$ cat config.mk
export PLATFORM = sky130hd
export DESIGN_NAME = rounded_panel_background_gen_top
export DESIGN_NICKNAME = d
export VERILOG_FILES = /design/src/rtl/rpbg_pkg.sv /design/src/rtl/rounded_panel_background_gen_top.sv
export SDC_FILE = /design/constraint.sdc
export NUM_CORES = 1
export LEC_CHECK = 0
export BUFFER_PORTS_ARGS = -buffer_cell sky130_fd_sc_hd__buf_4
export CORE_UTILIZATION = 50
export DETAILED_ROUTE_END_ITERATION = 8
export PLACE_DENSITY_LB_ADDON = 0.1
export SYNTH_ARGS = -nofsm -noshare
export SYNTH_HDL_FRONTEND = slang
export SYNTH_SLANG_ARGS = --single-unit
$ cat constraint.sdc
create_clock -name clock -period 20.8 [get_ports clock]
set_input_delay 3.12 -clock clock [delete_from_list [all_inputs] [get_ports clock]]
set_output_delay 3.12 -clock clock [all_outputs]
set_load 0.1 [all_outputs]
$ cat src/rtl/rpbg_pkg.sv
`default_nettype none
package rpbg_pkg;

   localparam int MAX_DIM_DEF = 1024;

   localparam int CFG_IDX_W = 3;
   localparam int CFG_DATA_W = 11;

   typedef enum logic [CFG_IDX_W-1:0] {
      REG_FRAME_WIDTH  = 3'd0,
      REG_FRAME_HEIGHT = 3'd1,
      REG_EDGE_INSET   = 3'd2,
      REG_CORNER_RAD   = 3'd3,
      REG_TRANSP_PCT   = 3'd4,
      REG_BG_RED       = 3'd5,
      REG_BG_GREEN     = 3'd6,
      REG_BG_BLUE      = 3'd7
   } reg_idx_type;

   typedef enum logic [3:0] {
      S_IDLE, S_ALPHA, S_BOX, S_SQX, S_SQY, S_SQR, S_DIV, S_GRAD,
      S_CMUL, S_CSCL, S_CPRE, S_WHITE, S_BLEND, S_SHADE, S_DONE
   } state_type;

   typedef enum logic [1:0] {
      MODE_MAIN, MODE_RING, MODE_SHADOW
   } mode_type;

   // reciprocal of 100 in Q19, exact for numerators below 43600
   localparam logic [12:0] RECIP_100 = 13'd5243;
   localparam int RECIP_SHIFT = 19;
   localparam logic [6:0] LIGHT_TOP = 7'd108;
   localparam logic [5:0] RING_WHITE = 6'd42;
   localparam logic [6:0] PCT_FULL = 7'd100;

   // x / 255 for x below 65280
   function automatic logic [7:0] div255(input logic [15:0] x);
      logic [16:0] s;
      s = {1'b0, x} + 17'd1 + {9'd0, x[15:8]};
      return s[15:8];
   endfunction

endpackage
`default_nettype wire

$ cat src/rtl/rounded_panel_background_gen_top.sv
// Path per pixel, accept to result beat: a pixel outside the frame, or outside the shape
//   with zero fill alpha, goes to the result; an inside pixel runs the divider, colour
//   channels and ring test; a shadow pixel tests rectangles of growing spread.
// Throughput: one pixel at a time, set by the shared multiplier and the 5-step restoring
//   divider; a stalled result beat holds the sequencer until it is taken.
// Reset: synchronous, active high; registers return to 256, 96, 8, 22, 0, 0, 0, 0.
`default_nettype none
module rounded_panel_background_gen_top #(
   parameter int MAX_DIM = rpbg_pkg::MAX_DIM_DEF
) (
   input  wire logic                            clock,
   input  wire logic                            reset,
   input  wire logic                            req_valid,
   output logic                                 req_ready,
   input  wire logic [9:0]                      req_pixel_x,
   input  wire logic [9:0]                      req_pixel_y,
   output logic                                 rsp_valid,
   input  wire logic                            rsp_ready,
   output logic [31:0]                          rsp_pixel_argb,
   input  wire logic                            csr_we,
   input  wire logic [rpbg_pkg::CFG_IDX_W-1:0]  csr_index,
   input  wire logic [rpbg_pkg::CFG_DATA_W-1:0] csr_wdata
);
   import rpbg_pkg::*;

   localparam logic [12:0] MAX_W = 13'(MAX_DIM);

   // configuration
   logic [10:0] fw_ff, fh_ff;
   logic [5:0]  inset_ff;
   logic [7:0]  crad_ff;
   logic [6:0]  tpct_ff;
   logic [7:0]  bgr_ff, bgg_ff, bgb_ff;

   always_ff @(posedge clock) begin
      if (reset) begin
         fw_ff <= 11'd256;
         fh_ff <= 11'd96;
         inset_ff <= 6'd8;
         crad_ff <= 8'd22;
         tpct_ff <= 7'd0;
         bgr_ff <= 8'd0;
         bgg_ff <= 8'd0;
         bgb_ff <= 8'd0;
      end else if (csr_we) begin
         unique case (reg_idx_type'(csr_index))
            REG_FRAME_WIDTH:  fw_ff <= csr_wdata;
            REG_FRAME_HEIGHT: fh_ff <= csr_wdata;
            REG_EDGE_INSET:   inset_ff <= csr_wdata[5:0];
            REG_CORNER_RAD:   crad_ff <= csr_wdata[7:0];
            REG_TRANSP_PCT:   tpct_ff <= csr_wdata[6:0];
            REG_BG_RED:       bgr_ff <= csr_wdata[7:0];
            REG_BG_GREEN:     bgg_ff <= csr_wdata[7:0];
            REG_BG_BLUE:      bgb_ff <= csr_wdata[7:0];
            default: ;
         endcase
      end
   end

   state_type   state_ff, state_in;
   mode_type    mode_ff, mode_in;
   logic [9:0]  x_ff, x_in, y_ff, y_in;
   logic [7:0]  alpha_ff, alpha_in;
   logic [6:0]  light_ff, light_in;
   logic [5:0]  spread_ff, spread_in;
   logic [1:0]  chan_ff, chan_in;
   logic [31:0] px_ff, px_in;
   logic [17:0] sq_ff, sq_in;
   logic [14:0] tmp_ff, tmp_in;
   logic [7:0]  wa_ff, wa_in;
   logic [14:0] rem_ff, rem_in, dsh_ff, dsh_in;
   logic [4:0]  quo_ff, quo_in;
   logic [2:0]  dcnt_ff, dcnt_in;
   logic        rsp_valid_ff, rsp_valid_in;
   logic [31:0] rsp_data_ff, rsp_data_in;

   // frame geometry
   logic [12:0] w_u, h_u;
   logic signed [13:0] w_s, h_s, x_s, y_s, in_s;
   logic signed [13:0] d_s, l_s, t_s, r_s, b_s, rad_s, dxw, dyw;
   logic [8:0]  dx, dy, rad9;
   logic        in_frame, inbox, corner;
   logic signed [13:0] content_s, gdiv_s;
   logic [6:0]  tsat;
   logic [6:0]  tsub;

   assign w_u = ({2'b0, fw_ff} > MAX_W) ? MAX_W : {2'b0, fw_ff};
   assign h_u = ({2'b0, fh_ff} > MAX_W) ? MAX_W : {2'b0, fh_ff};
   assign w_s = signed'({1'b0, w_u});
   assign h_s = signed'({1'b0, h_u});
   assign x_s = signed'({4'b0, x_ff});
   assign y_s = signed'({4'b0, y_ff});
   assign in_s = signed'({8'b0, inset_ff});
   assign in_frame = (x_s < w_s) && (y_s < h_s);

   // rectangle offset: ring is one pixel in, shadow rectangles grow by spread
   always_comb begin
      unique case (mode_ff)
         MODE_RING:   d_s = 14'sd1;
         MODE_SHADOW: d_s = -signed'({8'b0, spread_ff});
         default:     d_s = 14'sd0;
      endcase
   end

   assign l_s = in_s + d_s;
   assign t_s = in_s + d_s;
   assign r_s = w_s - in_s - d_s;
   assign b_s = h_s - in_s - d_s;
   assign rad_s = signed'({6'b0, crad_ff}) - d_s;
   assign rad9 = rad_s[8:0];
   assign inbox = (x_s >= l_s) && (x_s < r_s) && (y_s >= t_s) && (y_s < b_s);

   always_comb begin
      if (x_s < l_s + rad_s) dxw = l_s + rad_s - x_s;
      else if (x_s >= r_s - rad_s) dxw = x_s - (r_s - rad_s - 14'sd1);
      else dxw = 14'sd0;
      if (y_s < t_s + rad_s) dyw = t_s + rad_s - y_s;
      else if (y_s >= b_s - rad_s) dyw = y_s - (b_s - rad_s - 14'sd1);
      else dyw = 14'sd0;
   end

   // inside the box the corner distances never exceed the radius
   assign dx = dxw[8:0];
   assign dy = dyw[8:0];
   assign corner = (dx != 9'd0) && (dy != 9'd0);

   assign content_s = h_s - (in_s <<< 1);
   assign gdiv_s = (content_s > 14'sd1) ? content_s - 14'sd1 : 14'sd1;
   assign tsat = (tpct_ff > PCT_FULL) ? PCT_FULL : tpct_ff;
   assign tsub = PCT_FULL - tsat;

   // shared multiplier
   logic [14:0] mul_a;
   logic [12:0] mul_b;
   logic [27:0] mul_p;
   logic [7:0]  bg_sel, px_byte;

   always_comb begin
      case (chan_ff)
         2'd1:    bg_sel = bgr_ff;
         2'd2:    bg_sel = bgg_ff;
         default: bg_sel = bgb_ff;
      endcase
      case (chan_ff)
         2'd0:    px_byte = px_ff[31:24];
         2'd1:    px_byte = px_ff[23:16];
         2'd2:    px_byte = px_ff[15:8];
         default: px_byte = px_ff[7:0];
      endcase
   end

   always_comb begin
      mul_a = '0;
      mul_b = '0;
      case (state_ff)
         S_ALPHA: begin
            mul_a = {tsub, 8'd0} - {8'd0, tsub};
            mul_b = RECIP_100;
         end
         S_SQX: begin mul_a = {6'd0, dx}; mul_b = {4'd0, dx}; end
         S_SQY: begin mul_a = {6'd0, dy}; mul_b = {4'd0, dy}; end
         S_SQR: begin mul_a = {6'd0, rad9}; mul_b = {4'd0, rad9}; end
         S_CMUL: begin mul_a = {7'd0, bg_sel}; mul_b = {6'd0, light_ff}; end
         S_CSCL: begin mul_a = tmp_ff; mul_b = RECIP_100; end
         S_CPRE: begin mul_a = tmp_ff; mul_b = {5'd0, alpha_ff}; end
         S_WHITE: begin mul_a = {7'd0, alpha_ff}; mul_b = {7'd0, RING_WHITE}; end
         S_BLEND: begin mul_a = {7'd0, px_byte}; mul_b = {5'd0, 8'd255 - wa_ff}; end
         default: ;
      endcase
   end

   assign mul_p = 28'(mul_a) * 28'(mul_b);

   // corner test outcome
   logic test_done, test_hit;
   always_comb begin
      test_done = 1'b0;
      test_hit = 1'b0;
      if (state_ff == S_BOX) begin
         test_done = !inbox || !corner;
         test_hit = inbox;
      end else if (state_ff == S_SQR) begin
         test_done = 1'b1;
         test_hit = !(sq_ff > mul_p[17:0]);
      end
   end

   logic [15:0] dtrial;
   assign dtrial = {1'b0, rem_ff} - {1'b0, dsh_ff};

   // next state
   always_comb begin
      state_in = state_ff;
      unique case (state_ff)
         S_IDLE:  if (req_valid) state_in = S_ALPHA;
         S_ALPHA: state_in = in_frame ? S_BOX : S_DONE;
         S_BOX, S_SQR: begin
            if (!test_done) state_in = S_SQX;
            else begin
               unique case (mode_ff)
                  MODE_MAIN: begin
                     if (test_hit) state_in = S_DIV;
                     else if (mul_p[26:19] == 8'd0 && alpha_ff == 8'd0) state_in = S_DONE;
                     else if (inset_ff == 6'd0) state_in = S_DONE;
                     else state_in = S_BOX;
                  end
                  MODE_RING: state_in = test_hit ? S_DONE : S_WHITE;
                  default: begin
                     if (test_hit) state_in = S_DIV;
                     else if (spread_ff == inset_ff) state_in = S_DONE;
                     else state_in = S_BOX;
                  end
               endcase
            end
         end
         S_SQX:   state_in = S_SQY;
         S_SQY:   state_in = S_SQR;
         S_DIV:   if (dcnt_ff == 3'd4) state_in = (mode_ff == MODE_MAIN) ? S_GRAD : S_SHADE;
         S_GRAD:  state_in = S_CMUL;
         S_CMUL:  state_in = S_CSCL;
         S_CSCL:  state_in = S_CPRE;
         S_CPRE:  state_in = (chan_ff == 2'd3) ? S_BOX : S_CMUL;
         S_WHITE: state_in = S_BLEND;
         S_BLEND: if (chan_ff == 2'd3) state_in = S_DONE;
         S_SHADE: state_in = S_DONE;
         S_DONE:  if (!rsp_valid_ff || rsp_ready) state_in = S_IDLE;
         default: state_in = S_IDLE;
      endcase
   end

   // datapath
   logic [8:0] scaled;
   always_comb begin
      mode_in = mode_ff;
      x_in = x_ff;
      y_in = y_ff;
      alpha_in = alpha_ff;
      light_in = light_ff;
      spread_in = spread_ff;
      chan_in = chan_ff;
      px_in = px_ff;
      sq_in = sq_ff;
      tmp_in = tmp_ff;
      wa_in = wa_ff;
      rem_in = rem_ff;
      dsh_in = dsh_ff;
      quo_in = quo_ff;
      dcnt_in = dcnt_ff;
      rsp_valid_in = rsp_valid_ff && !rsp_ready;
      rsp_data_in = rsp_data_ff;
      scaled = mul_p[27:19];
      case (state_ff)
         S_IDLE: if (req_valid) begin
            x_in = req_pixel_x;
            y_in = req_pixel_y;
            px_in = '0;
            mode_in = MODE_MAIN;
         end
         S_ALPHA: alpha_in = mul_p[26:19];
         S_BOX, S_SQR: if (test_done) begin
            unique case (mode_ff)
               MODE_MAIN: begin
                  if (test_hit) begin
                     rem_in = 15'((y_s - in_s) <<< 4);
                     dsh_in = 15'(gdiv_s <<< 4);
                     dcnt_in = 3'd0;
                  end else begin
                     mode_in = MODE_SHADOW;
                     spread_in = 6'd1;
                  end
               end
               MODE_RING: ;
               default: begin
                  if (test_hit) begin
                     rem_in = 15'({9'd0, inset_ff - spread_ff + 6'd1} * 15'd24);
                     dsh_in = 15'({8'd0, {1'b0, inset_ff} + 7'd1} << 4);
                     dcnt_in = 3'd0;
                  end else spread_in = spread_ff + 6'd1;
               end
            endcase
         end
         S_SQX: sq_in = mul_p[17:0];
         S_SQY: sq_in = sq_ff + mul_p[17:0];
         S_DIV: begin
            quo_in = {quo_ff[3:0], !dtrial[15]};
            if (!dtrial[15]) rem_in = dtrial[14:0];
            dsh_in = dsh_ff >> 1;
            dcnt_in = dcnt_ff + 3'd1;
         end
         S_GRAD: begin
            light_in = LIGHT_TOP - {2'd0, quo_ff};
            chan_in = 2'd1;
         end
         S_CMUL: tmp_in = mul_p[14:0];
         S_CSCL: tmp_in = {7'd0, (scaled > 9'd255) ? 8'd255 : scaled[7:0]};
         S_CPRE: begin
            case (chan_ff)
               2'd1:    px_in[23:16] = div255(mul_p[15:0]);
               2'd2:    px_in[15:8] = div255(mul_p[15:0]);
               default: px_in[7:0] = div255(mul_p[15:0]);
            endcase
            if (chan_ff == 2'd3) begin
               px_in[31:24] = alpha_ff;
               mode_in = MODE_RING;
            end
            chan_in = chan_ff + 2'd1;
         end
         S_WHITE: begin
            wa_in = div255(mul_p[15:0]);
            chan_in = 2'd0;
         end
         S_BLEND: begin
            case (chan_ff)
               2'd0:    px_in[31:24] = wa_ff + div255(mul_p[15:0]);
               2'd1:    px_in[23:16] = wa_ff + div255(mul_p[15:0]);
               2'd2:    px_in[15:8] = wa_ff + div255(mul_p[15:0]);
               default: px_in[7:0] = wa_ff + div255(mul_p[15:0]);
            endcase
            chan_in = chan_ff + 2'd1;
         end
         S_SHADE: px_in = {3'd0, quo_ff, 24'd0};
         S_DONE: if (!rsp_valid_ff || rsp_ready) begin
            rsp_valid_in = 1'b1;
            rsp_data_in = px_ff;
         end
         default: ;
      endcase
   end

   always_ff @(posedge clock) begin
      if (reset) begin
         state_ff <= S_IDLE;
         rsp_valid_ff <= 1'b0;
      end else begin
         state_ff <= state_in;
         rsp_valid_ff <= rsp_valid_in;
      end
      mode_ff <= mode_in;
      x_ff <= x_in;
      y_ff <= y_in;
      alpha_ff <= alpha_in;
      light_ff <= light_in;
      spread_ff <= spread_in;
      chan_ff <= chan_in;
      px_ff <= px_in;
      sq_ff <= sq_in;
      tmp_ff <= tmp_in;
      wa_ff <= wa_in;
      rem_ff <= rem_in;
      dsh_ff <= dsh_in;
      quo_ff <= quo_in;
      dcnt_ff <= dcnt_in;
      rsp_data_ff <= rsp_data_in;
   end

   assign req_ready = (state_ff == S_IDLE);
   assign rsp_valid = rsp_valid_ff;
   assign rsp_pixel_argb = rsp_data_ff;

endmodule
`default_nettype wire

==> results.yml <==
layout:
  nNetsFinal: 3979
  area_delta_synth_final_pct: 8.08
  drive_above_1_share_pct: 6.65
  diodes: 0
timing:
  worst_pin_slew_ns: 1.15
  relSlewSlack_pct: 23.0
  fmax_mhz: 63.1
  rsz0062_at_grt: "no"
  fin_skew_ns: 0.0219
  fin_crit_sh_pct: 76.2
  period_needed_ns: 15.84
  final-setup-viol-count: 0
  tns_ns: 0
  finalMaxSlewViolations: 0
  hold_violations: 0
clock_tree:
  post-cts-setup-buffers: 0
  cts_tree: "yes"
  hold_buffers: 0
  cts_max_level: 1
  cts_sinks: 259
  clock_latency_ns: 0.60
  cts.path.max_buffers: 3
  post_cts.resized_instances: 0
  clk_pin_slew_ns: 0.06
  clockRootBuffer: "clkbuf_16"
  numCtsBuffers: 30
global_routing:
  grt_pass1_wl_um: 145000
  grt_pass1_vias: 24700
  grt.overflow.total: 0
  grt_max_degree: 69
  track_usage_pct: 31.6
  antenna_found_initial: 1
worst_setup_path:
  cp-end-kind: "register"
  slowest_delay_ns: 0.60
  critPathLaunch: "mode_ff[1]$_DFFE_PP_"
  cp_slowest_cell: "xnor2_1"
  ff2ff_path_depth: 60
  cp_data_required_time_ns: 21.09
  crit_path_max_fanout: 15
  reg2reg_from: "mode_ff[1]$_DFFE_PP_"
  cp_common_cell: "inv_1"
  crit_path_start_kind: "register"
  critical_path_class: "reg2reg"
  crit_arrival_ns: 16.13
floorplan:
  core-area_um2: 57700
  die_h_um: 244
  dieWidth_um: 244
  start_util_pct: 50.6
  ios: 73
  die_area_um2: 59300
  num_rows: 88
yosys:
  synthTopCellsByCount: "ha_1, inv_1, nor2_1"
  synth_top_area_share_pct: 19.2
  synth_top_cell_by_area: "edfxtp_1"
  netlist_instances: 3331
  async_flop_share_pct: 0
  syn_area_um2: 29200
  synth-main-ff-cell: "edfxtp_1"
  yosysMostFrequentCell: "ha_1"
  ys_seq_area_share_pct: 24.2
  netlist_top_cells_area: "edfxtp_1, ha_1, fa_1"
  synth_edf_count: 187
  synthDistinctLibCells: 103
  ys_seq_elements: 259
  yosys_warnings: 0
  postSynthAreaPerCell_um2: 8.76
min_path:
  hold_start: "px_ff[0]$_DFFE_PP_"
  hp-class: "reg2reg"
  worstHoldPathCells: 0
routing:
  viasPerCell: 5.91
  routed_wl_um: 93600
  dr.pass1.iters: 5
  postRouteAntennaNets: 0
  wl_met1_um: 40600
  met2_length_um: 43800
  post_drt_wl_per_cell_um: 22.5
  maxUsedRoutingLayer: "met4"
  remaining_drc_errors: 0
  drt_iter0_drc: 1810
  num_vias: 24600
  met3_length_um: 4590
place:
  io_buffers: 72
  dp_hpwl_um: 76000
  gp_congestion: 0.957
run_status:
  status: "finished, final reports clean"
flow_run:
  maxCapViolCount: 0
==> per-layer routing <==
metal  global-route usage [%]  vias up
met1                     41.7    12000
met4                     13.8        0
met2                     52.5      709
met3                     3.04      185
met5                        0        -
li1                         -    11600
==> kinds of logic (layout without fill, tap and decap cells) <==
group           count (synthesis)  count (layout)  synth area share [%]
mux                            35              35                  1.22
simple gates                  953             953                  15.4
flops                         259             259                  24.2
other cells                     2               6                0.0257
fa+ha+maj                     572             572                  28.1
buf+inv                       515             576                  6.74
compound gates                786             786                  17.9
xor+xnor                      209             209                  6.41
==> final timing paths <==
| path | endpoint | slack (ns) |
|---|---|---|
| hold reg to reg | rsp_pixel_argb[0]$_DFFE_PP_ | 0.45 |
| hold / removal | rsp_pixel_argb[0]$_DFFE_PP_ | 0.45 |
| setup reg to reg | px_ff[7]$_DFFE_PP_ | 4.96 |
| setup / recovery | px_ff[7]$_DFFE_PP_ | 4.96 |
==> layout make-up <==
class,instances,area (um^2)
clock inverters,24,270
repair buffers,96,721
multi-input cells,2561,20200
flip-flops and latches,259,7060
fillers,5387,26100
well taps,765,957
clock buffers,32,758
inverters,424,1590
==> metrics by stage <==
step	setup WS, ns	cells	hold WS [ns]	util, %	area [um^2]
after floorplan	7.83	3335	0.426	-	29200
after global placement	5.24	4105	0.438	52.9	30500
after detailed placement	5.06	4105	0.433	52.9	30500
after CTS	4.99	4161	0.449	54.7	31500
after global routing	3.85	4161	0.459	54.7	31500
final	4.96	4161	0.450	54.7	31500
==> worst max-delay path: cells and delay by family, from the launching register on <==
family                   cells  cell delay [ns]
AO/OA/AOI/OAI               23             5.36
adder cells (fa/ha/maj)     12             4.80
XOR/XNOR                     6             2.11
AND/OR/NAND/NOR             10             1.99
buffers and inverters        9             0.88
flip-flops                   1             0.40
==> flip-flops by register name (all words and copies together), names as in the netlist, 7 cells and up <==
| signal | flops |
|---|---|
| fh_ff | 11 |
| rem_ff | 15 |
| tmp_ff | 15 |
| px_ff | 32 |
| alpha_ff | 8 |
| fw_ff | 11 |
| dsh_ff | 15 |
| bgr_ff | 8 |
| bgb_ff | 8 |
| x_ff | 10 |
| rsp_pixel_argb | 32 |
| y_ff | 10 |
| crad_ff | 8 |
| wa_ff | 8 |
| sq_ff | 18 |
| tpct_ff | 7 |
| bgg_ff | 8 |
==> placed cells by master (no fill, tap or decap), types with 13 or more instances in the layout <==
cell type / count
a211oi_1: 37
nand2b_1: 84
mux2i_1: 30
o21bai_1: 28
xor2_1: 86
a31oi_1: 20
o21a_1: 58
clkbuf_16: 30
nor2b_1: 50
nand2_1: 288
o211ai_1: 21
nor3_1: 63
a22oi_1: 20
nand3_1: 39
xnor2_1: 120
or2_2: 27
a21o_1: 57
ha_1: 428
o31ai_1: 13
a21boi_0: 21
o22ai_1: 23
inv_1: 421
fa_1: 140
a21oi_1: 231
edfxtp_1: 187
nor2_1: 293
buf_4: 96
o21ai_0: 129
dfxtp_1: 72
nor4_1: 16
Power is left out: the tool's default activity adds up to more than one toggle a clock period on the data nets, which glitch-free logic cannot reach.
